File: config.mk
export PLATFORM = sky130hd
export DESIGN_NAME = cfrf_ram
export DESIGN_NICKNAME = d
export VERILOG_FILES = /design/src/hw/rtl/cfrf_ram.sv
export SDC_FILE = /design/constraint.sdc
export NUM_CORES = 1
export LEC_CHECK = 0
export BUFFER_PORTS_ARGS = -buffer_cell sky130_fd_sc_hd__buf_2
export CAP_MARGIN = 40
export CORE_MARGIN = 2
export CORE_UTILIZATION = 35
export DETAILED_ROUTE_END_ITERATION = 16
export PLACE_DENSITY = 0.53
export SYNTH_ARGS = -nofsm -noshare
export SYNTH_HDL_FRONTEND = slang
export SYNTH_SLANG_ARGS = --single-unit
File: constraint.sdc
create_clock -name clk -period 2.2 [get_ports clk]
set_input_delay 0 -clock clk [delete_from_list [all_inputs] [get_ports clk]]
set_output_delay 0 -clock clk [all_outputs]
set_load 0.05 [all_outputs]
File: src/hw/rtl/cfrf_ram.sv
// Generic simple dual-port RAM: one write port, one read port with
// registered read data. No dependencies.
module cfrf_ram #(
  parameter int WIDTH = 8,
  parameter int DEPTH = 64
) (
  input  logic                     clk,
  input  logic                     we,
  input  logic [$clog2(DEPTH)-1:0] waddr,
  input  logic [WIDTH-1:0]         wdata,
  input  logic [$clog2(DEPTH)-1:0] raddr,
  output logic [WIDTH-1:0]         rdata
);

  logic [WIDTH-1:0] mem [DEPTH];

  always_ff @(posedge clk) begin
    if (we) begin
      mem[waddr] <= wdata;
    end
    rdata <= mem[raddr];
  end

endmodule

**Word level (Yosys, flattened, before mapping)**

Memories as Yosys holds them, arrays and structs flattened. A register that Yosys moved wholly into a read port is not among the register bits.
Cells that the tools add are included.
Widths: inputs -> output; s select.

- Bits in registers: 0
- Bits in writable memories: 512
- Bits of input ports: 22
- Output and inout port bits: 8
- Word-level logic and storage cells: 3
- Memories: 1

- Multiplexer cells: 2

Memories:

| name | depth | width | read ports | clocked after Yosys merged registers in | write ports | line | text |
|---|---|---|---|---|---|---|---|
| mem | 64 | 8 | 1 | 1 | 1 | 15 | `logic [WIDTH-1:0] mem [DEPTH];` |

Operators by type and width:

| cell | count |
|---|---|
| $mux 1 | 2 |

**Depth between registers and ports, before layout**

- Depth in word-level cells: 2
- Mapped depth: 9
- Depth with buffers taken out: 5

**Worst setup path after synthesis**

Ideal clock, no wire load.

- Kind: reg-to-reg
- Start point: memory mem[29][4]
- End point: register rdata[4] (read register of mem)
- Library setup time: 0.132 ns
- Data arrival time: 1.560 ns
- Required time: 2.068 ns
- Setup slack: 0.508 ns
- Cell stages (with the launch flop): 6
- Buffers on the path: 0
- Clock period less this slack: 1.692 ns
- Cells stage by stage: edfxtp_1 mux4_2 mux2_2 o221a_2 nor3_1 o32ai_1

RTL lines:

| what | line | text |
|---|---|---|
| start: declaration | 15 |  |
| end: declaration | 12 | `output logic [WIDTH-1:0] rdata` |

==> results.py <==
metrics = {
    "global_route": {
        "grt_max_degree": 65,
        "grt_pass1_wl_um": 72200,
        "grt_use_total_pct": 16.8,
        "globalRoute.totalOverflow": 0,
        "antenna_found_initial": 2,
        "grt_pass1_vias": 10352,
    },
    "drt": {
        "firstDrtPassIters": 5,
        "via_count": 9929,
        "drc": 0,
        "via_per_inst": 5.17,
        "highest_layer": "met5",
        "drt_iter0_markers": 911,
        "avgRoutedWirePerCell_um": 25.8,
        "detail-route-antenna-nets": 0,
        "wl_met1_um": 21900,
        "routed_wl_um": 49500,
        "wl_met2_um": 23400,
        "wl_met3_um": 2880,
    },
    "floorplan": {
        "ios": 30,
        "core_area_um2": 56700,
        "dieArea_um2": 59600,
        "die_y_um": 244,
        "initial_core_util_pct": 35.6,
        "rows": 87,
        "die_w_um": 244,
    },
    "power": {
        "seq_power_share_pct": 54.5,
        "sw_frac_of_total_pct": 21.6,
        "combPwrFrac_pct": 5.9,
        "power.density_cell_area_nw_per_um2": 850,
        "ir_drop_v": 0.000525,
        "p_leak_nw": 7.62,
        "p_int_mw": 15.8,
        "p_sw_mw": 4.36,
        "clock_power_share_pct": 39.6,
    },
    "timing": {
        "post-route-min-period_ns": 2.00,
        "relSlewSlack_pct": 47.1,
        "post-route-period-util_pct": 91.1,
        "worst_pin_slew_ns": 0.793,
        "layout_setup_ws_ns": 0.197,
        "drv_slew": 0,
        "hold_ws_ns": 0.0383,
        "setup_viol": 0,
        "max_freq_ghz": 0.499,
        "fin_tns_setup_ns": 0,
        "hold_viol": 0,
        "rsz0062_at_grt": "false",
        "clock-skew-final_ns": 0.0219,
    },
    "yosys": {
        "syn_area_per_cell_um2": 21.5,
        "ys_ff_latch": 520,
        "ys.flop_type": "edfxtp_1",
        "yosysWarnings": 0,
        "syn_inst": 940,
        "yosys.cell_types.count": 40,
        "synth_edf_count": 512,
        "async_flop_share_pct": 0,
        "seq_area_frac_synth_pct": 77.0,
        "synth_nets": 962,
        "synth_area_um2": 20200,
    },
    "min_path": {
        "hold_class": "input port to flop",
        "whs_path_depth": 3,
    },
    "clock_network": {
        "root_buffer": "clkbuf_16",
        "clk_pin_slew_ns": 0.06,
        "htreeDepth": 2,
        "clock_sinks": 520,
        "numCtsBuffers": 52,
        "clock_path_buffers": 3,
        "clock_latency_ns": 0.59,
        "cts_tree": "built",
        "cts_setup_buffers": 0,
    },
    "setup_path": {
        "worstPathRequired_ns": 2.65,
        "crit_chain": "mux4_2, mux2_2, o221a_2, nor3_1, buf_4, o32ai_1",
        "cpPeakStageDelay_ns": 0.48,
        "crit_path_max_fanout": 1,
        "arrival_ns": 2.46,
        "worst_setup_path_end_kind": "flop",
        "rr_worst_depth": 6,
        "cp-start-kind": "flop",
        "crit_path_top_delay_cell": "mux4_2",
        "worst-setup-path-type": "flop to flop",
    },
    "cells_and_area": {
        "regArea_um2": 15500,
        "fin_nets": 1149,
        "layout_common_cells": "512 x edfxtp_1, 142 x buf_4, 126 x mux4_2",
        "multiInputGateArea_um2": 4320,
        "syn_to_final_growth_pct": 17.6,
        "drive_above_1_share_pct": 32.7,
        "fill_cells": 4991,
        "final_common_cell": "edfxtp_1",
    },
    "status": {
        "status": "finished clean",
    },
    "placement": {
        "portBuffers": 29,
        "pre_cts_ws_ns": 0.0117,
        "place_congestion": 0.744,
        "hpwl_um": 31900,
    },
    "flow_run": {
        "max_cap_violations": 0,
    },
}
-- layout make-up --
cell class / instances / share of cell area (%)
antenna: 1 / 0.0106
clock buffer: 67 / 5.81
clock inverter: 23 / 0.469
multi-input combinational: 369 / 18.2
sequential: 520 / 65.5
tap: 756 / 3.99
timing repair buffer: 184 / 6.03
-- sequential cells by signal, summed over array words and instances (netlist names) --
| signal | flops |
|---|---|
| rdata | 8 |
| mem | 512 |
-- power groups by stage --
stage / combinational [mW] / sequential [mW] / clock, mW
2_1_floorplan: 0.584 / 11.3 / 0
3_3_place_gp: 1.19 / 11.2 / 0
3_5_place_dp: 1.20 / 11.2 / 0
4_1_cts: 1.21 / 11.0 / 8.16
5_1_grt: 1.27 / 11.0 / 8.56
6_report: 1.18 / 11.0 / 7.99
-- cell usage after synthesis (11+ instances only) --
library cell / count / area (um2)
buf_4: 13 / 97.6
nand2_1: 19 / 71.3
mux4_2: 126 / 2840
mux2i_1: 23 / 230
nor2b_1: 14 / 87.6
mux2_2: 13 / 146
buf_2: 11 / 55.1
clkbuf_1: 17 / 63.8
nor2_1: 83 / 312
nand3_1: 13 / 65.1
edfxtp_1: 512 / 15400
-- logic make-up after synthesis --
kind of cell	Yosys count	synth area share, %
mux	162	15.9
simple gates	153	3.39
buf+inv	51	1.57
flops	520	77.0
compound gates	54	2.07
-- stage by stage --
stage	cell area [um2]	total power [mW]	util [%]	cells
3_3_place_gp	22100	12.4	39.0	1821
5_1_grt	23700	20.8	41.8	1919
3_5_place_dp	22100	12.4	39.0	1821
2_1_floorplan	20200	11.8	-	940
4_1_cts	23700	20.4	41.8	1919
6_report	23700	20.2	41.8	1920
-- layer usage --
layer	global-route usage, %	vias up
li1	-	4311
met1	23.1	5256
met3	3.48	77
met5	0	-
met4	5.76	2
met2	26.8	283
-- path summary, 6_finish.rpt --
| kind | from | to | slack, ns |
|---|---|---|---|
| setup / recovery | mem[24][4] | rdata[4] | 0.20 |
| hold / removal | waddr[2] | mem[48][6] | 0.04 |
| setup reg to reg | mem[24][4] | rdata[4] | 0.20 |
| hold reg to reg | mem[23][1] | rdata[1] | 0.86 |
-- worst max-delay path: cells and delay by family (launching register included) --
kind	cells	cell delay, ns
flops	1	0.39
simple gates	1	0.20
compound gates	2	0.36
mux	2	0.76
buf+inv	1	0.15
-- what timing repair did --
| action | 4_1_cts | 5_1_grt |
|---|---|---|
| endpoints found under the hold margin | 106 | 0 |
| hold buffers | 8 | 0 |
| gates resized for setup | 0 | 0 |
Note: power is estimated with default switching activity, not from simulation.
