**src/hw/rtl/cfrf_pkg.sv**
```systemverilog
// Package for the CAN frame ring FIFO: sizes, status codes, the command word
// passed from the front end to the back end, and pointer helper functions.
// No dependencies.
package cfrf_pkg;

  localparam int RING_DEPTH  = 64;
  localparam int MAX_PAYLOAD = 64;

  localparam int PTR_W   = $clog2(2 * RING_DEPTH);
  localparam int SLOT_W  = $clog2(RING_DEPTH);
  localparam int POS_W   = $clog2(MAX_PAYLOAD + 1);
  localparam int BADDR_W = $clog2(RING_DEPTH * MAX_PAYLOAD);
  localparam int QDEPTH  = 2;
  localparam int QIDX_W  = $clog2(QDEPTH);
  localparam int QCNT_W  = $clog2(QDEPTH + 1);

  localparam logic [1:0] ST_WR_OK    = 2'd0;
  localparam logic [1:0] ST_WR_DROP  = 2'd1;
  localparam logic [1:0] ST_RD_DATA  = 2'd2;
  localparam logic [1:0] ST_RD_EMPTY = 2'd3;

  localparam logic OP_WRITE = 1'b0;
  localparam logic OP_READ  = 1'b1;

  typedef struct packed {
    logic        op;
    logic        first;
    logic        ended;
    logic [31:0] id;
    logic [15:0] flen;
    logic [7:0]  dbyte;
    logic [15:0] rlim;
  } cmd_t;

  function automatic logic [SLOT_W-1:0] slot_of(input logic [PTR_W-1:0] p);
    if (p >= PTR_W'(RING_DEPTH)) begin
      return SLOT_W'(p - PTR_W'(RING_DEPTH));
    end
    return SLOT_W'(p);
  endfunction

  function automatic logic [PTR_W-1:0] ptr_inc(input logic [PTR_W-1:0] p);
    if (p == PTR_W'(2 * RING_DEPTH - 1)) begin
      return '0;
    end
    return p + PTR_W'(1);
  endfunction

  function automatic logic [PTR_W-1:0] fill_of(input logic [PTR_W-1:0] wp,
                                               input logic [PTR_W-1:0] rp);
    logic [PTR_W:0] t;
    t = {1'b0, wp} + (PTR_W + 1)'(2 * RING_DEPTH) - {1'b0, rp};
    if (wp >= rp) begin
      return wp - rp;
    end
    return PTR_W'(t);
  endfunction

  function automatic logic [BADDR_W-1:0] baddr(input logic [SLOT_W-1:0] s,
                                               input logic [POS_W-1:0] pos);
    return BADDR_W'(s) * BADDR_W'(MAX_PAYLOAD) + BADDR_W'(pos);
  endfunction

endpackage

```
**src/hw/rtl/cfrf_queue.sv**
```systemverilog
// Short command queue between the front end and the back end.
// Depends on cfrf_pkg.
module cfrf_queue import cfrf_pkg::*; (
  input  logic clk,
  input  logic rst_n,
  input  logic push,
  input  cmd_t push_cmd,
  input  logic pop,
  output logic valid,
  output logic full,
  output cmd_t head
);

  cmd_t              entry_r [QDEPTH];
  logic [QIDX_W-1:0] wr_idx_r, wr_idx_nxt;
  logic [QIDX_W-1:0] rd_idx_r, rd_idx_nxt;
  logic [QCNT_W-1:0] cnt_r, cnt_nxt;

  assign valid = (cnt_r != '0);
  assign full  = (cnt_r == QCNT_W'(QDEPTH));
  assign head  = entry_r[rd_idx_r];

  always_comb begin
    wr_idx_nxt = wr_idx_r;
    rd_idx_nxt = rd_idx_r;
    cnt_nxt    = cnt_r;
    if (push) begin
      wr_idx_nxt = (wr_idx_r == QIDX_W'(QDEPTH - 1)) ? '0 : wr_idx_r + QIDX_W'(1);
    end
    if (pop) begin
      rd_idx_nxt = (rd_idx_r == QIDX_W'(QDEPTH - 1)) ? '0 : rd_idx_r + QIDX_W'(1);
    end
    if (push && !pop) begin
      cnt_nxt = cnt_r + QCNT_W'(1);
    end else if (pop && !push) begin
      cnt_nxt = cnt_r - QCNT_W'(1);
    end
  end

  always_ff @(posedge clk) begin
    if (push) begin
      entry_r[wr_idx_r] <= push_cmd;
    end
  end

  always_ff @(posedge clk) begin
    if (!rst_n) begin
      wr_idx_r <= '0;
      rd_idx_r <= '0;
      cnt_r    <= '0;
    end else begin
      wr_idx_r <= wr_idx_nxt;
      rd_idx_r <= rd_idx_nxt;
      cnt_r    <= cnt_nxt;
    end
  end

endmodule

```
**config.mk**
```make
export PLATFORM = sky130hd
export DESIGN_NAME = cfrf_queue
export DESIGN_NICKNAME = d
export VERILOG_FILES = /design/src/hw/rtl/cfrf_pkg.sv /design/src/hw/rtl/cfrf_queue.sv
export SDC_FILE = /design/constraint.sdc
export NUM_CORES = 1
export LEC_CHECK = 0
export BUFFER_PORTS_ARGS = -buffer_cell sky130_fd_sc_hd__buf_2
export CORE_MARGIN = 3
export CORE_UTILIZATION = 50
export CTS_CLUSTER_SIZE = 8
export DETAILED_ROUTE_END_ITERATION = 10
export PLACE_DENSITY = 0.77
export SLEW_MARGIN = 0
export SYNTH_ARGS = -nofsm -noshare
export SYNTH_HDL_FRONTEND = slang
export SYNTH_SLANG_ARGS = --single-unit
```
**constraint.sdc**
```tcl
create_clock -name clk -period 4.7 [get_ports clk]
set_input_delay 0.235 -clock clk [delete_from_list [all_inputs] [get_ports clk]]
set_output_delay 0.235 -clock clk [all_outputs]
set_load 0.03 [all_outputs]
```
After elaboration in Yosys (flattened, before gate mapping)
Memories as Yosys holds them, arrays and structs flattened. A register that Yosys moved wholly into a read port is not among the register bits.
Cells that the tools add are included.
Storage, ports and cells
  bits in registers: 4
  bits in writable memories: 150
  input port bits: 79
  output and inout bits: 77
  memories: 1
Memory list
  entry_r: depth 2, bits a word 75, read ports 1, clocked after Yosys merged registers in 1, wr ports 1, line cfrf_queue.sv:14  | cmd_t entry_r [QDEPTH];
Cells by class
  add/subtract/negate cells: 4
  equal/unequal tests: 1
  muxes and demuxes: 8
  reduce and logical (&&, ||, !) cells: 6
Operators by type and width (number)
  1-bit two-way mux: 6
  2-bit two-way mux: 2
  2-bit nonzero test: 2
  1-bit adder, second input constant: 2
  2-bit by 1-bit adder with 2-bit output, second input constant: 1
  2-bit == test, second input constant: 1
  1-bit logical AND: 2
  1-bit zero test: 2
  2-bit by 1-bit subtractor with 2-bit output, second input constant: 1

Longest topological paths before layout
  word-level depth: 4
  gate-level depth with buffers: 5
  mapped depth without buffers: 5

Worst setup path before layout
Ideal clock, no wire load.
  path kind: reg2reg
  start point: register wr_idx_r
  end point: memory entry_r[0][0] (netlist name) (enable)
  setup time: 518 ps
  arrival: 3653 ps
  data required time: 4182 ps
  setup slack: 528 ps
  cell stages (with the launch flop): 2
  path buffers: 0
  cell sequence: dfxtp_1 -> nor2b_1
RTL lines
  start, declared: line cfrf_queue.sv:15  | logic [QIDX_W-1:0] wr_idx_r, wr_idx_nxt;
  start signal, assigned: line cfrf_queue.sv:52  | wr_idx_r <= wr_idx_nxt;
  end, declared: line cfrf_queue.sv:14
No word-level cell before the write port.

==> summary.txt <==
Setup path
  – Crit path max fanout: 75
  – CP max stage delay: 0.97 ns
  – Setup crit end kind: output port
  – Flop2flop setup slack: 3.04 ns
  – Critical Path RT: roughly 4.5 ns
  – CP Data Arrival Time: 2.06 ns
  – CP Launch Type: flip-flop
  – Worst path bufs/invs: 1
  – Setup CP Type: reg2out
  – Cell Chain, Critical Path: mux2_2, buf_2
  – CP max stage cell: dfxtp_4
  – Delay-heaviest family, CP: flip-flops

Pwr
  – Power share of the combinational group: 0.117
  – Pint: approximately 2600 µW
  – Sw Pwr: 776 µW
  – Power per cell area: 464 nW/µm²
  – Total power: 3330 µW
  – Switching share of power: 0.233
  – Clk pwr share: 0.391
  – Reg power frac: 0.492
  – Peak supply drop: 0.265 mV
  – Leakage power: 0.00271 µW

Finish
  – Fin cells: roughly 580
  – Final net count: between 500 and 600
  – Final Cell Area: 7180 µm²
  – # diodes: 0
  – Layout cell share with drive strength beyond 1: 0.605
  – Area growth syn-to-layout: 27.2%

CTS
  – CTS H-tree depth: 4
  – Root Buffer: clkbuf_16
  – Worst-case clock buffer depth: 2
  – Clock Latency Late Sink: 0.40 ns
  – Sink Count: approximately 160
  – Number of CTS-inserted buffers: 17
  – Clock transition at path regs: 0.06 ns
  – CTS tree: done

Yosys
  – Synth area leader: edfxtp_1
  – Yosys cell types: 17
  – Yosys warnings: 0
  – Syn avg cell area: roughly 22 µm²
  – Seq/Total Area, Yosys: 0.815
  – Most common cell in the netlist: edfxtp_1
  – Mapped Cells: 255
  – Post-synth EDFFs: 150
  – Synth Flop Type: edfxtp_1
  – Post-synth top cells: 150 x edfxtp_1, 75 x mux2_2, 6 x buf_6
  – Synth Net Count: approximately 340
  – Synth Register Bits: 155
  – Synth top area share: 0.798
  – Mapped Area: 5650 µm²
  – Async SR Flop Fraction: 0
  – Top post-synthesis cells by area: edfxtp_1 80%, mux2_2 15%, dfxtp_1 1.8%, buf_6 1.2%, and2_1 0.44%

Detailed routing
  – Vias: about 2.9k
  – Final wirelength: 9800 µm
  – Post-detailed-route wirelength per cell: 16.9 µm
  – Drt drc: 0
  – Initial DRC count: between 150 and 200
  – DR vias/cell: ~4.9
  – Antenna-violating nets left: 0
  – TritonRoute pass-1 iters: 4

STA
  – Max Fclk: 436 MHz
  – Setup TNS: 0 ns
  – RSZ-0062 raised after global routing: false
  – Final setup fails: 0
  – Final Hold Vio Count: 0
  – Final Max Slew Viols: 0
  – Clock skew: ~0.0058 ns
  – Hold Slack: 0.0230 ns
  – Minimum clock period: 2.29 ns
  – Slew Limit Headroom: 0.315
  – Tcrit/Tclk final: 0.488
  – Worst Max-Slew Pin Slew: between 1 and 1.5 ns

Floorplan
  – Die area: 12600 µm²
  – Num rows: 38
  – Die width: between 100 and 150 µm
  – Die height: 112 µm
  – Num ports: 156
  – Total core area: 10900 µm²
  – Initial Util: 0.516

Place
  – Hpwl dp: 6290 µm
  – DP Area: between 6000 and 7000 µm²
  – Placed cells: 544
  – IO Port Bufs: 155
  – GP Congestion: between 0.7 and 0.8

Run status
  – Status: completed

GRT
  – Tot GR Track Use: 0.158
  – Total grt overflow: 0
  – Vias in the first global route: a little over 3k
  – Pin count of the biggest net entering global routing: 76
  – First-pass GRT wire length: 15200 µm
  – Initial antenna violation count: 0

Min path
  – Worst min path class: in2reg

Run
  – Max_cap viols: 0
flip-flops by register name, indices dropped and copies added (netlist names), named ones only:
| signal | count |
|---|---|
| wr_idx_r | 1 |
| rd_idx_r | 1 |
| cnt_r | 2 |
| entry_r | 150 |
timing repair:
item / in CTS / in global routing
gates resized for setup: 0 / 0
setup buffers: 0 / 0
hold buffers: 1 / 4
endpoints found under the hold margin: 2 / 6
per-stage QoR:
stage	worst slack, ns	util
global placement	2.81	0.599
CTS	2.38	0.653
floorplan	0.528	-
global route	2.28	0.657
finish	2.41	0.657
detailed placement	2.82	0.599
final timing paths:
path | cells past startpoint | to | startpoint
worst max register to register | 1 | entry_r[1][11] | wr_idx_r
worst max-delay path | 2 | head[61] | flip-flop
worst min register to register | 2 | cnt_r[1] | cnt_r[1]
worst min-delay path | 1 | entry_r[0][62] | push_cmd[62]
routing by layer:
metal | vias up | wire length [µm] | track usage
li1 | 1351 | - | -
met1 | 1398 | 4160 | 0.194
met2 | 108 | 4870 | 0.265
met3 | 4 | 731 | 0.0577
met4 | 0 | 46 | 0.0481
met5 | - | 0 | 0
cells in the final DEF (no fill, tap or decap), drive strengths merged:
cell type and instances:
and2b 1, xor2 2, mux2 75, or2 1, edfxtp 150, o21a 1, nor2b 2, clkbuf 21
and2 4, bufinv 2, xnor2 1, ha 1, dlygate4sd3 5, a21boi 1, inv 1, clkinv 4
clkinvlp 5, o21ai 1, or3 1, buf 157, dfxtp 5
power groups by stage:
stage               clock (µW)  combinational (µW)  sequential (µW)
floorplan                    0                 294             1640
CTS                       1330                 392             1640
global route              1400                 414             1650
finish                    1300                 390             1640
global placement             0                 384             1660
detailed placement           0                 389             1670
final cells by class:
| cell class | instances | area (µm²) |
|---|---|---|
| Sequential cell | 155 | 4610 |
| Inverter | 1 | 3.75 |
| Clock buffer | 21 | 460 |
| Multi-Input combinational cell | 91 | 972 |
| Fill cell | 764 | 3750 |
| Clock inverter | 11 | 121 |
| Timing Repair Buffer | 162 | 841 |
| Tap cell | 140 | 175 |
kinds of logic (layout without fill, tap and decap cells):
group                      count (synthesis)  count (layout)  share of synthesized area
DFF                                      155             155                      0.815
muxes                                     75              75                      0.150
and+or+nand+nor                            9               9                     0.0104
buffers and inverters                      9             195                     0.0144
AOI/OAI and AO/OA                          3               3                    0.00354
xor gates and xnor gates                   3               3                    0.00465
adders and majority gates                  1               1                    0.00221
Note: power is estimated with default switching activity, not from simulation.
