File: config.mk
export PLATFORM = sky130hd
export DESIGN_NAME = cfrf_front
export DESIGN_NICKNAME = d
export VERILOG_FILES = /design/src/hw/rtl/cfrf_pkg.sv /design/src/hw/rtl/cfrf_front.sv
export SDC_FILE = /design/constraint.sdc
export NUM_CORES = 1
export LEC_CHECK = 0
export ABC_AREA = 1
export BUFFER_PORTS_ARGS = -buffer_cell sky130_fd_sc_hd__buf_2
export CAP_MARGIN = 40
export CORE_MARGIN = 2
export CORE_UTILIZATION = 21
export DETAILED_ROUTE_END_ITERATION = 12
export HOLD_SLACK_MARGIN = 0.08
export PLACE_DENSITY_LB_ADDON = 0.3
export SYNTH_ARGS = -nofsm -noshare
export SYNTH_HDL_FRONTEND = slang
export SYNTH_SLANG_ARGS = --single-unit
File: constraint.sdc
create_clock -name clk -period 0.8 [get_ports clk]
set_clock_uncertainty 0.05 [all_clocks]
set_input_delay 0.04 -clock clk [delete_from_list [all_inputs] [get_ports clk]]
set_output_delay 0.04 -clock clk [all_outputs]
set_load 0.1 [all_outputs]
File: src/hw/rtl/cfrf_pkg.sv
// Package for the CAN frame ring FIFO: sizes, status codes, the command word
// passed from the front end to the back end, and pointer helper functions.
// No dependencies.
package cfrf_pkg;

  localparam int RING_DEPTH  = 64;
  localparam int MAX_PAYLOAD = 64;

  localparam int PTR_W   = $clog2(2 * RING_DEPTH);
  localparam int SLOT_W  = $clog2(RING_DEPTH);
  localparam int POS_W   = $clog2(MAX_PAYLOAD + 1);
  localparam int BADDR_W = $clog2(RING_DEPTH * MAX_PAYLOAD);
  localparam int QDEPTH  = 2;
  localparam int QIDX_W  = $clog2(QDEPTH);
  localparam int QCNT_W  = $clog2(QDEPTH + 1);

  localparam logic [1:0] ST_WR_OK    = 2'd0;
  localparam logic [1:0] ST_WR_DROP  = 2'd1;
  localparam logic [1:0] ST_RD_DATA  = 2'd2;
  localparam logic [1:0] ST_RD_EMPTY = 2'd3;

  localparam logic OP_WRITE = 1'b0;
  localparam logic OP_READ  = 1'b1;

  typedef struct packed {
    logic        op;
    logic        first;
    logic        ended;
    logic [31:0] id;
    logic [15:0] flen;
    logic [7:0]  dbyte;
    logic [15:0] rlim;
  } cmd_t;

  function automatic logic [SLOT_W-1:0] slot_of(input logic [PTR_W-1:0] p);
    if (p >= PTR_W'(RING_DEPTH)) begin
      return SLOT_W'(p - PTR_W'(RING_DEPTH));
    end
    return SLOT_W'(p);
  endfunction

  function automatic logic [PTR_W-1:0] ptr_inc(input logic [PTR_W-1:0] p);
    if (p == PTR_W'(2 * RING_DEPTH - 1)) begin
      return '0;
    end
    return p + PTR_W'(1);
  endfunction

  function automatic logic [PTR_W-1:0] fill_of(input logic [PTR_W-1:0] wp,
                                               input logic [PTR_W-1:0] rp);
    logic [PTR_W:0] t;
    t = {1'b0, wp} + (PTR_W + 1)'(2 * RING_DEPTH) - {1'b0, rp};
    if (wp >= rp) begin
      return wp - rp;
    end
    return PTR_W'(t);
  endfunction

  function automatic logic [BADDR_W-1:0] baddr(input logic [SLOT_W-1:0] s,
                                               input logic [POS_W-1:0] pos);
    return BADDR_W'(s) * BADDR_W'(MAX_PAYLOAD) + BADDR_W'(pos);
  endfunction

endpackage

File: src/hw/rtl/cfrf_front.sv
// Front end: accepts words, tracks frame boundaries and builds commands.
// Depends on cfrf_pkg.
module cfrf_front import cfrf_pkg::*; (
  input  logic        clk,
  input  logic        rst_n,
  input  logic        start,
  input  logic        q_full,
  input  logic        in_op,
  input  logic [31:0] in_frame_id,
  input  logic [15:0] in_frame_len,
  input  logic [7:0]  in_data_byte,
  input  logic        in_last_part,
  input  logic [15:0] in_read_limit,
  output logic        busy,
  output logic        push,
  output cmd_t        cmd
);

  logic in_prog_r, in_prog_nxt;
  logic first;
  logic ended;

  assign busy  = q_full;
  assign push  = start && !q_full;
  assign first = !in_prog_r;
  assign ended = in_last_part || (first && (in_frame_len == 16'd0));

  always_comb begin
    cmd.op    = in_op;
    cmd.first = first;
    cmd.ended = ended;
    cmd.id    = in_frame_id;
    cmd.flen  = in_frame_len;
    cmd.dbyte = in_data_byte;
    cmd.rlim  = in_read_limit;
    in_prog_nxt = in_prog_r;
    if (push && (in_op == OP_WRITE)) begin
      in_prog_nxt = !ended;
    end
  end

  always_ff @(posedge clk) begin
    if (!rst_n) begin
      in_prog_r <= 1'b0;
    end else begin
      in_prog_r <= in_prog_nxt;
    end
  end

endmodule

Word level (Yosys, flattened, before mapping)
Cells that the tools add are included.
- bits in registers: 1
- bits in latches: 0
- memory bits (writable): 0
- memory bits (read-only): 0
- input port bits: 78
- output and inout port bits: 77
- logic and storage cells: 10
- memories: 0
- add/subtract/negate cells: 0
- $mul: 0
- div/mod/pow operators: 0
- $lt $le $gt $ge: 0
- equality and inequality tests: 0
- shift operators: 0
- muxes and demuxes: 0
- bitwise operators: 1
- reductions and logical operators: 8
- operator list (cell ; count):
    logical NOT 16 bit ; 1
    logical AND 1 bit ; 3
    logical NOT 1 bit ; 3
    logical OR 1 bit ; 1
    NOT 1 bit ; 1

Depth between registers and ports, before layout
Gate-level depths: netlist (run 1).
- depth after elaboration: 4
- mapped depth: 6
- gate-level depth less buffers: 6

Least setup slack after synthesis (run 1)
No wires, ideal clock.
- kind: in2out
- start point: input start
- end point: output push
- arrival time: 1.337 ns
- required time: 0.710 ns
- setup slack: -0.627 ns
- stages on the path: 2
- path through: inv_1 -> nor2_1
- word-level cells in the longest chain between the ends: 1
- ends and longest elaborated chain (item ; RTL line ; RTL):
    start, declared ; cfrf_front.sv:6 ; input logic start,
    logical AND 1 bit ; cfrf_front.sv:24 ; assign push = start && !q_full;
    end, declared ; cfrf_front.sv:15 ; output logic push,
No other way between the ends.

==> results of run 1 <==
==> area by class of cell <==
| type | count | area share |
|---|---|---|
| timing repair buffer | 55 | 0.771 |
| multi-input combinational | 20 | 0.118 |
| tap | 44 | 0.0681 |
| sequential | 1 | 0.0248 |
| inverter | 4 | 0.0186 |
==> worst paths after layout <==
kind,start,to,depth (start not counted)
max,in_prog_r$_SDFFE_PN0P_,cmd[72],6
max reg2reg,in_prog_r$_SDFFE_PN0P_,in_prog_r$_SDFFE_PN0P_,6
min reg2reg,in_prog_r$_SDFFE_PN0P_,in_prog_r$_SDFFE_PN0P_,3
min,in_data_byte[5],cmd[21],0
==> placed cells by master, fill, tap and decap left out, drive strengths merged <==
cell type	count
buf	55
nor2	11
nand2	5
inv	4
nand3	1
nor3	1
o21ai	1
a21oi	1
dfxtp	1
==> metrics by stage <==
step / area (sq um) / TNS [ns] / std cells / util / hold slack (ns)
floorplan: 713 / -0.202 / 101 / - / 0.128
global placement: 808 / -0.244 / 124 / 0.260 / 0.0307
detailed placement: 808 / -0.267 / 124 / 0.260 / 0.0307
CTS: 808 / -0.254 / 124 / 0.260 / 0.0307
global route: 808 / -0.405 / 124 / 0.260 / 0.0302
finish: 808 / -0.239 / 124 / 0.260 / 0.0300
==> synthesized netlist by cell type <==
cell type and n:
sky130_fd_sc_hd__nand3_1 1, sky130_fd_sc_hd__nor3_2 1, sky130_fd_sc_hd__a21oi_1 1, sky130_fd_sc_hd__buf_4 76
sky130_fd_sc_hd__nand2_1 4, sky130_fd_sc_hd__nand2_2 1, sky130_fd_sc_hd__dfxtp_1 1, sky130_fd_sc_hd__inv_1 4
sky130_fd_sc_hd__o21ai_0 1, sky130_fd_sc_hd__nor2_1 11
==> report_power, final <==
| part | switching [uW] | internal [uW] | leakage (uW) |
|---|---|---|---|
| logic | 514 | 300 | 0.000392 |
| registers | 1.19 | 53.5 | 0.00000818 |
| clock network | 0 | 0 | 0 |
==> logic make-up (layout without fill, tap and decap cells) <==
| kind of cell | after synthesis | after routing | share of synthesized area |
|---|---|---|---|
| buffers and inverters | 80 | 59 | 0.845 |
| and+or+nand+nor | 18 | 18 | 0.112 |
| AOI/OAI and AO/OA | 2 | 2 | 0.0144 |
| DFF | 1 | 1 | 0.0289 |
==> metal layers <==
metal	vias to the layer above	part of all wire	GRT usage	wire length (um)
li1	185	-	-	-
met1	165	0.23	0.0373	346
met2	64	0.37	0.0927	550
met3	22	0.31	0.0546	459
met4	0	0.085	0.0638	126
met5	-	0	0	0
==> what timing repair did <==
item / 4_1_cts / 5_1_grt
pin swaps: 1 / 0
endpoints found under the setup margin: 2 / 3
resized for setup: 0 / 1
hold endpoints to repair: 56 / 56
==> impl_summary.md, run 1 <==
GRT
After global routing the overflow that remains totals 0. The number of global-route vias before repair is 346. In the global route stage, overall resource usage came out at 0.0591. Entering global routing, the biggest net connects 4 pins.

The number of antenna violations at the first check in global routing is 0. The global-route wire length before repair is 1700 um.

Place
OpenSTA, run right after detailed placement, puts the worst setup slack at -0.147 ns. The total of buffers placed on input and output ports is 42. Detailed placement finished with a half-perimeter wire length of 1360 um.

The final weighted congestion of routability-driven global placement is 0.619.

Worst setup path
In this design, the largest share of critical-path delay is due to simple AND/OR/NAND/NOR gates. Walking the worst path, the cells encountered are nor2_1 -> nand3_1 -> nor2_1 -> nand2_1 -> nand2_2 -> buf_12. In this run the worst path has a maximum fanout of 2. The element type at the critical path start is a flop. STA puts the critical path data arrival time at 0.84 ns. STA classifies the critical path endpoint as an output pin.

For this run, the slowest stage of the critical path takes 0.29 ns. The required time of the worst setup path is 0.71 ns. The number of buffers and inverters on the critical path is 1.

Counting stages on the worst path, the most repeated cell is sky130_fd_sc_hd__nor2_1. The library cell contributing the largest single delay on the critical path is sky130_fd_sc_hd__dfxtp_1. The classification of the worst setup path is flop to output pin. Across all register-to-register paths, the minimum setup slack is -0.11 ns.

Final layout
The number of flip-flops in the largest register is 1. In the final layout, the registers with the most flip-flops are in_prog_r: 1 flops. Compared with the post-synthesis result, the final layout area differs by 16.6%. In the final layout, the share of cells above drive strength 1 is 0.738. The number of inserted diodes is 0. The top register by number of flip-flops is in_prog_r.

Counting the fill cells in the layout gives 335. Across the whole layout, storage elements account for 20.0 sq um. The net total in the final layout is 160.

The area of the multi-input gates is 95.1 sq um.

Synthesis
The synthesized netlist occupies a cell area of 693 sq um. In this run, synthesis produced a sequential element count of 1. After synthesis, the cell types taking the most area are sky130_fd_sc_hd__buf_4, sky130_fd_sc_hd__nor2_1, sky130_fd_sc_hd__dfxtp_1, sky130_fd_sc_hd__inv_1, sky130_fd_sc_hd__nand2_1. The biggest area contributor in the post-synthesis netlist is sky130_fd_sc_hd__buf_4.

The post-synth net total is 179. Of the post-synthesis cell area, the dominant cell type holds 0.823. Yosys printed 0 warnings. Counting distinct cell types in the post-synthesis netlist gives 10.

The gate count after technology mapping is 101. Of the synthesized area, sequential elements account for 0.0289. Each instance of the synthesized netlist takes up on average 6.86 sq um.

Routing
Summed over all layers, the routed wires come to 1480 um. The detailed-route via count is 436. The count of nets left with antenna violations once routing finished came out at 0. In the routed layout, each cell is associated on average with a via count of 3.52. The count of unresolved DRC violations after routing is 0. The first-pass detailed-route iteration total is 2. The first routing iteration left 21 violations. The average wire per cell in the routed design is 12.0 um.

Timing
In the finished design, the share of the clock period the worst path needs comes to 1.17. The number of failing setup endpoints in the final timing report is 2. The number of max-slew violations in the final report is 0.

The final count of hold timing violations is 0. The slew at the pin closest to its max-slew limit is 0.149 ns. The final setup slack of the worst path is -0.133 ns. The routed design could run at a clock period as short as 0.933 ns. Setup repair after global routing could not meet its margin everywhere. Derived from the worst setup path, the maximum achievable clock frequency is 1.07 GHz. The worst slew margin relative to its limit is 0.900.

Clock tree
The clock latency of the later-clocked register in the worst-skew pair is 0 ns. The setup fix buffers added after clock tree synthesis is 0. Clock-pin slew was measured on the worst setup and hold paths at 0 ns.

Floorplan
The number of cell rows is 20. In this run the standard cell core region covers 3100 sq um. The effective utilization at floorplan is 0.223. The die boundary height is 61.5 um. The die boundary width is 61.5 um. The die area is 3780 sq um. During I/O placement, the number of pins put on the boundary was 155.

Outcome
The flow ran to the end, but the final reports show violations. The final reports fail on setup timing.

Power
The static power due to leakage is 0.000400 uW. The power per unit of standard cell area is 1080 nW/um^2. Total power for the finished layout comes to 869 uW. IR analysis of the VDD net gives a maximum drop of 0.150 mV.

Run
The count of max-cap constraint violations is 0.

Worst hold path
The tightest min-delay check is of the input pin to output pin type.
(Power assumes the default switching activity.)
==> inputs of run 2 (changes only) <==
==> constraint.sdc (replaced) <==
create_clock -name clk -period 0.8 [get_ports clk]
set_clock_uncertainty 0.05 [all_clocks]
set_input_delay 0.08 -clock clk [delete_from_list [all_inputs] [get_ports clk]]
set_output_delay 0.08 -clock clk [all_outputs]
set_load 0.1 [all_outputs]
==> run 2 against run 1 <==
The run still ends with setup timing left. Die area is the same. Hold slack improved by 0.080 ns. Cell area grew 1.2%. Sequential share of layout area grew 0.12 points. Global-route usage is 0.73 points higher. Combinational power increased by 1%. Sequential power up 2%. Power grew 1.0%. Critical endpoint unchanged. Largest cell class unchanged. Largest power group unchanged. Highest routed layer unchanged.
==> impl_summary.md, run 2 (synthesized netlist as in run 1, its figures left out) <==
Floorplan
The effective utilization at floorplan is 0.223 (unchanged). The area of the core is 3100 sq um (unchanged). The top-level I/O count came to 155 (unchanged). The die area was 3780 sq um (unchanged). The die boundary height is 61.5 um (unchanged). The die boundary width is 61.5 um (unchanged).

The number of cell rows is 20 (unchanged).

Routing
The count of nets left with antenna violations after detail routing was 0 (unchanged). The DRC violation total after the first TritonRoute iteration is 8 (was 21). The first-pass detailed-route iteration total is 2 (unchanged). The detailed-route via count was 442 (was 436).

The count of unresolved DRC violations after routing was 0 (unchanged). The detailed-route wire length is 1610 um (was 1480 um). The routed via count divided by cell count was 3.56 (was 3.52). The average wire per cell in the routed design is 13.0 um (was 12.0 um).

Timing
The maximum clock frequency came to 1.01 GHz (was 1.07 GHz). The final setup slack of the worst path is -0.191 ns (was -0.133 ns). The number of max-slew violations in the final report is 0 (unchanged). The number of failing setup endpoints in the final timing report is 2 (unchanged). The final hold slack was 0.110 ns (was 0.0300 ns).

The slew at the pin closest to its max-slew limit was 0.216 ns (was 0.149 ns). Setup repair after global routing missed its margin: yes (unchanged). The final count of hold timing violations is 0 (unchanged). The worst slew margin relative to its limit is 0.854 (was 0.900). The clock period minus worst slack is 0.991 ns (was 0.933 ns). The post-route fraction of the period consumed by the critical path is 1.24 (was 1.17).

Place
The total of buffers placed on input and output ports is 42 (unchanged). The final HPWL from detailed placement is 1460 um (was 1360 um). The post-place instance area is 808 sq um (unchanged). The final weighted congestion of routability-driven global placement is 0.614 (was 0.619).

Clock tree
The clock slew seen by the registers of the worst setup and hold paths is 0 ns (about the same). The setup fix buffers added after clock tree synthesis is 0 (unchanged). The clock latency of the later-clocked register in the worst-skew pair is 0 ns (about the same).

Worst setup path
The classification of the worst setup path was flop to output pin (unchanged). Cell-by-cell trace of the critical path: nor2_2 -> nand3_1 -> nor2_1 -> nand2_1 -> nand2_2 -> buf_12 (was nor2_1 -> nand3_1 -> nor2_1 -> nand2_1 -> nand2_2 -> buf_12). The element type at the critical path end is an output pin (unchanged).

The highest net fanout along the worst path came to 2 (unchanged). The delay contributed by the slowest stage of the critical path came to 0.30 ns (was 0.29 ns). The cell depth of the worst flop-to-flop path is 6 (unchanged).

The library cell contributing the largest single delay on the critical path is sky130_fd_sc_hd__dfxtp_2 (was sky130_fd_sc_hd__dfxtp_1). The data arrival time of the worst path is 0.86 ns (was 0.84 ns). The element type at the critical path start is a flop (unchanged). The required time of the worst setup path is 0.67 ns (was 0.71 ns).

Final layout
The layout overhead on the synthesized area is 18.1% (was 16.6%). Largest registers: in_prog_r: 1 flops (unchanged). The share of layout cells above drive strength 1 is 0.775 (was 0.738).

The top register by number of flip-flops is in_prog_r (unchanged). The number of flip-flops in the largest register is 1 (unchanged). The net total in the final layout is 160 (unchanged). The number of inserted diodes is 0 (unchanged).

The final design instance area without fill is 818 sq um (was 808 sq um). Most frequent cells in the layout: sky130_fd_sc_hd__buf_2, sky130_fd_sc_hd__buf_12, sky130_fd_sc_hd__buf_4, sky130_fd_sc_hd__nor2_1, sky130_fd_sc_hd__nand2_1 (unchanged).

Power
The power per unit of standard cell area is 1070 nW/um^2 (was 1080 nW/um^2). The peak supply drop is 0.167 mV (was 0.150 mV). The static power due to leakage came to 0.000401 uW (was 0.000400 uW).

Outcome
Violated checks: setup timing (unchanged). Run status: finished, violations left (unchanged).

GRT
The met3 track demand over resource is 0.0546 (unchanged). The global-route met1 utilization is 0.0473 (was 0.0373). The aggregate global-route resource usage came to 0.0664 (was 0.0591).

The global-route wire length before repair is 1940 um (was 1700 um). The number of antenna violations at the first check in global routing is 0 (unchanged). The number of global-route vias before repair was 416 (was 346). The most used routing layer in global routing is met2 (unchanged).

The largest net degree at the start of global routing is 4 (unchanged). The total grt overflow is 0 (unchanged). The fraction of met2 tracks used by global routing was 0.106 (was 0.0927).

Worst hold path
The count of cells along the worst hold path is 0 (unchanged). The path type of the worst min-delay path is input pin to output pin (unchanged).

Run
The count of max-cap constraint violations is 0 (unchanged).
## run 2: cell types whose count changed in the layout (fill, tap and decap cells not counted)
cell / before / now
sky130_fd_sc_hd__a21oi_1: 1 / 0
sky130_fd_sc_hd__a21oi_2: 0 / 1
sky130_fd_sc_hd__dfxtp_1: 1 / 0
sky130_fd_sc_hd__dfxtp_2: 0 / 1
sky130_fd_sc_hd__inv_2: 1 / 0
sky130_fd_sc_hd__inv_4: 0 / 1
sky130_fd_sc_hd__nor2_1: 10 / 9
sky130_fd_sc_hd__nor2_2: 0 / 1
## run 2: power by group
| group | total (uW) | switching (uW) | internal, uW |
|---|---|---|---|
| registers | 55.7 | 1.63 | 54.0 |
| logic | 822 | 520 | 302 |
| clock network | 0 | 0 | 0 |
| total | 878 | 522 | 356 |
## run 2: path summary, 6_finish.rpt
kind | start | slack (ns) | endpoint
hold / removal | in_data_byte[5] | 0.11 | cmd[21]
hold reg to reg | in_prog_r$_SDFFE_PN0P_ | 0.63 | in_prog_r$_SDFFE_PN0P_
setup reg to reg | in_prog_r$_SDFFE_PN0P_ | -0.12 | in_prog_r$_SDFFE_PN0P_
setup / recovery | in_prog_r$_SDFFE_PN0P_ | -0.19 | cmd[72]
## run 2: routing by layer
layer,part of all wire,vias to the layer above,routed length [um]
li1,-,187,-
met1,0.26,169,420
met5,0,-,0
met3,0.28,22,453
met4,0.078,0,126
met2,0.38,64,607
## run 2: worst max-delay path: cells and delay by family, from the launching register on
kind                   cells  cell delay, ns
buffers and inverters      1            0.18
DFF                        1            0.30
and+or+nand+nor            5            0.39
## run 2: layout make-up
class                      count  area (sq um)
multi-input combinational     20           101
fill                         352          2280
inverter                       4          17.5
sequential                     1          21.3
timing repair buffer          55           623
tap                           44          55.1
## run 2: metrics by stage
stage / setup WS (ns) / utilization / power (uW) / setup TNS [ns] / std cells
after CTS: -0.207 / 0.260 / 878 / -0.357 / 124
after floorplan: -0.156 / - / 1900 / -0.242 / 101
final: -0.191 / 0.264 / 878 / -0.306 / 124
after detailed placement: -0.214 / 0.260 / 876 / -0.382 / 124
after global placement: -0.191 / 0.260 / 872 / -0.334 / 124
after global routing: -0.305 / 0.264 / 904 / -0.547 / 124
## run 2: what timing repair did
action,4_1_cts,5_1_grt
gates resized for setup,1,4
endpoints found under the setup margin,3,3
pin swaps,1,1
hold buffers,0,0
==> inputs of run 3 (changes only) <==
- CORE_AREA: default -> 2 2 59 61
- CORE_MARGIN: 2 -> default
- CORE_UTILIZATION: 21 -> default
- DIE_AREA: default -> 0 0 61 63
- GPL_TIMING_DRIVEN: default -> 1
- SLEW_MARGIN: default -> 0
- clock period: 0.8 -> 1.18 ns (I/O delays scaled with it)
==> run 3 against run 2 <==
The run now ends clean. Register-to-register slack improved by 0.38 ns. Power down 51%. Sequential cell count is the same. Sequential power decreased by 33%. First-iteration DRC count is 88% higher. Combinational power decreased by 52%. Setup slack better by 0.33 ns. Cell area decreased by 46%. Largest power group unchanged.
==> impl_summary.md, run 3 (synthesized netlist as in run 1, its figures left out) <==
Worst hold path
The path type of the worst min-delay path is input pin to output pin (unchanged).

GRT
The fraction of met2 tracks used by global routing came to 0.113 (was 0.106). The number of global-route vias before repair is 303 (was 416). The met3 track demand over resource came to 0.0600 (was 0.0546).

The total grt overflow is 0 (unchanged). The global-route wire length before repair is 1590 um (was 1940 um). The global-route met1 utilization is 0.0173 (was 0.0473).

The number of antenna violations at the first check in global routing is 0 (unchanged). The aggregate global-route resource usage was 0.0539 (was 0.0664). The most used routing layer in global routing is met2 (unchanged). The largest net degree at the start of global routing was 4 (unchanged).

Timing
Setup repair after global routing missed its margin: no (was yes). The setup TNS was 0 ns (was -0.306 ns). The slew at the pin closest to its max-slew limit was 0.489 ns (was 0.216 ns). The number of failing setup endpoints in the final timing report is 0 (was 2). The final count of hold timing violations is 0 (unchanged). The clock period minus worst slack is 1.04 ns.

Dividing the final minimum period by the clock period gives 0.878. The number of max-slew violations in the final report is 0 (unchanged). The maximum clock frequency is 0.965 GHz. The worst slew margin relative to its limit is 0.676 (was 0.854).

Routing
The routed via count divided by cell count is 3.33 (was 3.56). The count of nets left with antenna violations after detail routing is 0 (unchanged). The count of unresolved DRC violations after routing is 0 (unchanged). The first-pass detailed-route iteration total is 2 (unchanged). The detailed-route wire length came to 1400 um (was 1610 um).

The DRC violation total after the first TritonRoute iteration came to 15 (was 8). The detailed-route via count is 376 (was 442). The average wire per cell in the routed design was 12.4 um (was 13.0 um).

Floorplan
The die area was 3840 sq um (was 3780 sq um). The top-level I/O count is 155 (unchanged). The number of cell rows came to 21 (was 20). The effective utilization at floorplan is 0.214 (was 0.223). The die boundary height came to 63 um (was 61.5 um). The area of the core is 3230 sq um (was 3100 sq um). The die boundary width came to 61 um (was 61.5 um).

Worst setup path
The library cell contributing the largest single delay on the critical path is sky130_fd_sc_hd__dfxtp_1 (was sky130_fd_sc_hd__dfxtp_2). The element type at the critical path start is a flop (unchanged). The highest net fanout along the worst path is 3 (was 2). The data arrival time of the worst path was 0.87 ns (was 0.86 ns). Cell-by-cell trace of the critical path: nor2_1 -> nand3_1 -> nor2_1 -> nand2_1 -> nand2_2 -> buf_12 (was nor2_2 -> nand3_1 -> nor2_1 -> nand2_1 -> nand2_2 -> buf_12). The cell with the most instances on the worst path is sky130_fd_sc_hd__nor2_1.

The cell type group with the largest total delay on the critical path is simple AND/OR/NAND/NOR gates (unchanged). The element type at the critical path end is an output pin (unchanged). The required time of the worst setup path is 1.01 ns (was 0.67 ns). The delay contributed by the slowest stage of the critical path is 0.30 ns (about the same). The classification of the worst setup path is flop to output pin (unchanged).

The number of buffers and inverters on the critical path was 1 (unchanged).

Power
The peak supply drop came to 0.102 mV (was 0.167 mV). The net switching share of the total power is 0.746 (was 0.594). The internal cell power came to 110 uW (was 356 uW). The power per unit of standard cell area is 988 nW/um^2 (was 1070 nW/um^2).

The switching power was 323 uW (was 522 uW). The clock power share is 0 (about the same). The static power due to leakage came to 0.000239 uW (was 0.000401 uW).

The portion of total power attributed to sequential cells came to 0.087 (was 0.063). The combinational cell fraction of total power is 0.913 (was 0.937).

Run
The count of max-cap constraint violations is 0 (unchanged).

Clock tree
The count of instances resized after the clock tree is built is 0 (was 1). The cts-stage hold buffer count is 0 (unchanged). The clock slew seen by the registers of the worst setup and hold paths is 0 ns (about the same).

The setup fix buffers added after clock tree synthesis is 0 (unchanged). The clock latency of the later-clocked register in the worst-skew pair is 0 ns (about the same).

Final layout
The share of layout cells above drive strength 1 is 0.672 (was 0.775). The library cell used most frequently in the layout, excluding fill and tap cells, is sky130_fd_sc_hd__buf_2. Largest registers: in_prog_r: 1 flops (unchanged).

The number of filler instances in the final layout is 370 (was 352). Most frequent cells in the layout: sky130_fd_sc_hd__buf_2, sky130_fd_sc_hd__nor2_1, sky130_fd_sc_hd__inv_1, sky130_fd_sc_hd__nand2_1, sky130_fd_sc_hd__buf_12 (was sky130_fd_sc_hd__buf_2, sky130_fd_sc_hd__buf_12, sky130_fd_sc_hd__buf_4, sky130_fd_sc_hd__nor2_1, sky130_fd_sc_hd__nand2_1). The number of flip-flops in the largest register is 1 (unchanged).

The number of inserted diodes was 0 (unchanged). The net total in the final layout is 147 (was 160). The top register by number of flip-flops was in_prog_r (unchanged). The layout overhead on the synthesized area is -36.8% (was 18.1%). The post-layout instance count excluding filler cells is 113 (was 124).

Place
The final weighted congestion of routability-driven global placement is 0.547 (was 0.614). The total of buffers placed on input and output ports was 42 (unchanged). The final HPWL from detailed placement is 1330 um (was 1460 um).

The number of placed cells counting well taps came to 113 (was 124).

Outcome
Run status: finished, final reports clean (was finished, violations left).
run 3: worst paths after layout:
path	start	end	slack (ns)	cells after the start
max	in_prog_r$_SDFFE_PN0P_	cmd[72]	0.14	6
max reg2reg	in_prog_r$_SDFFE_PN0P_	in_prog_r$_SDFFE_PN0P_	0.26	6
min reg2reg	in_prog_r$_SDFFE_PN0P_	in_prog_r$_SDFFE_PN0P_	0.51	2
min	in_data_byte[0]	cmd[16]	0.19	0
run 3: power by group through the flow:
stage / registers [uW] / logic [uW] / clock network [uW]
global route: 37.7 / 410 / 0
detailed placement: 37.5 / 397 / 0
CTS: 37.5 / 397 / 0
finish: 37.5 / 395 / 0
floorplan: 37.2 / 1240 / 0
global placement: 37.3 / 398 / 0
run 3: layout make-up:
cell class	count	area, sq um	area share
multi-input combinational	20	90.1	0.206
timing repair buffer	42	255	0.583
sequential	1	20.0	0.0457
tap	46	57.6	0.131
inverter	4	15.0	0.0343
run 3: metrics by stage:
| step | setup WS, ns | cell area, sq um | power, uW | util | hold slack, ns |
|---|---|---|---|---|---|
| floorplan | 0.0683 | 696 | 1280 | - | 0.206 |
| detailed placement | 0.123 | 438 | 435 | 0.136 | 0.187 |
| global route | 0.0134 | 438 | 448 | 0.136 | 0.186 |
| global placement | 0.149 | 438 | 435 | 0.136 | 0.187 |
| CTS | 0.128 | 438 | 435 | 0.136 | 0.187 |
| finish | 0.144 | 438 | 433 | 0.136 | 0.186 |
run 3: layer usage:
layer,vias up,share of wire
met5,-,0
met4,0,0.019
met3,8,0.32
met2,70,0.47
met1,139,0.19
li1,159,-
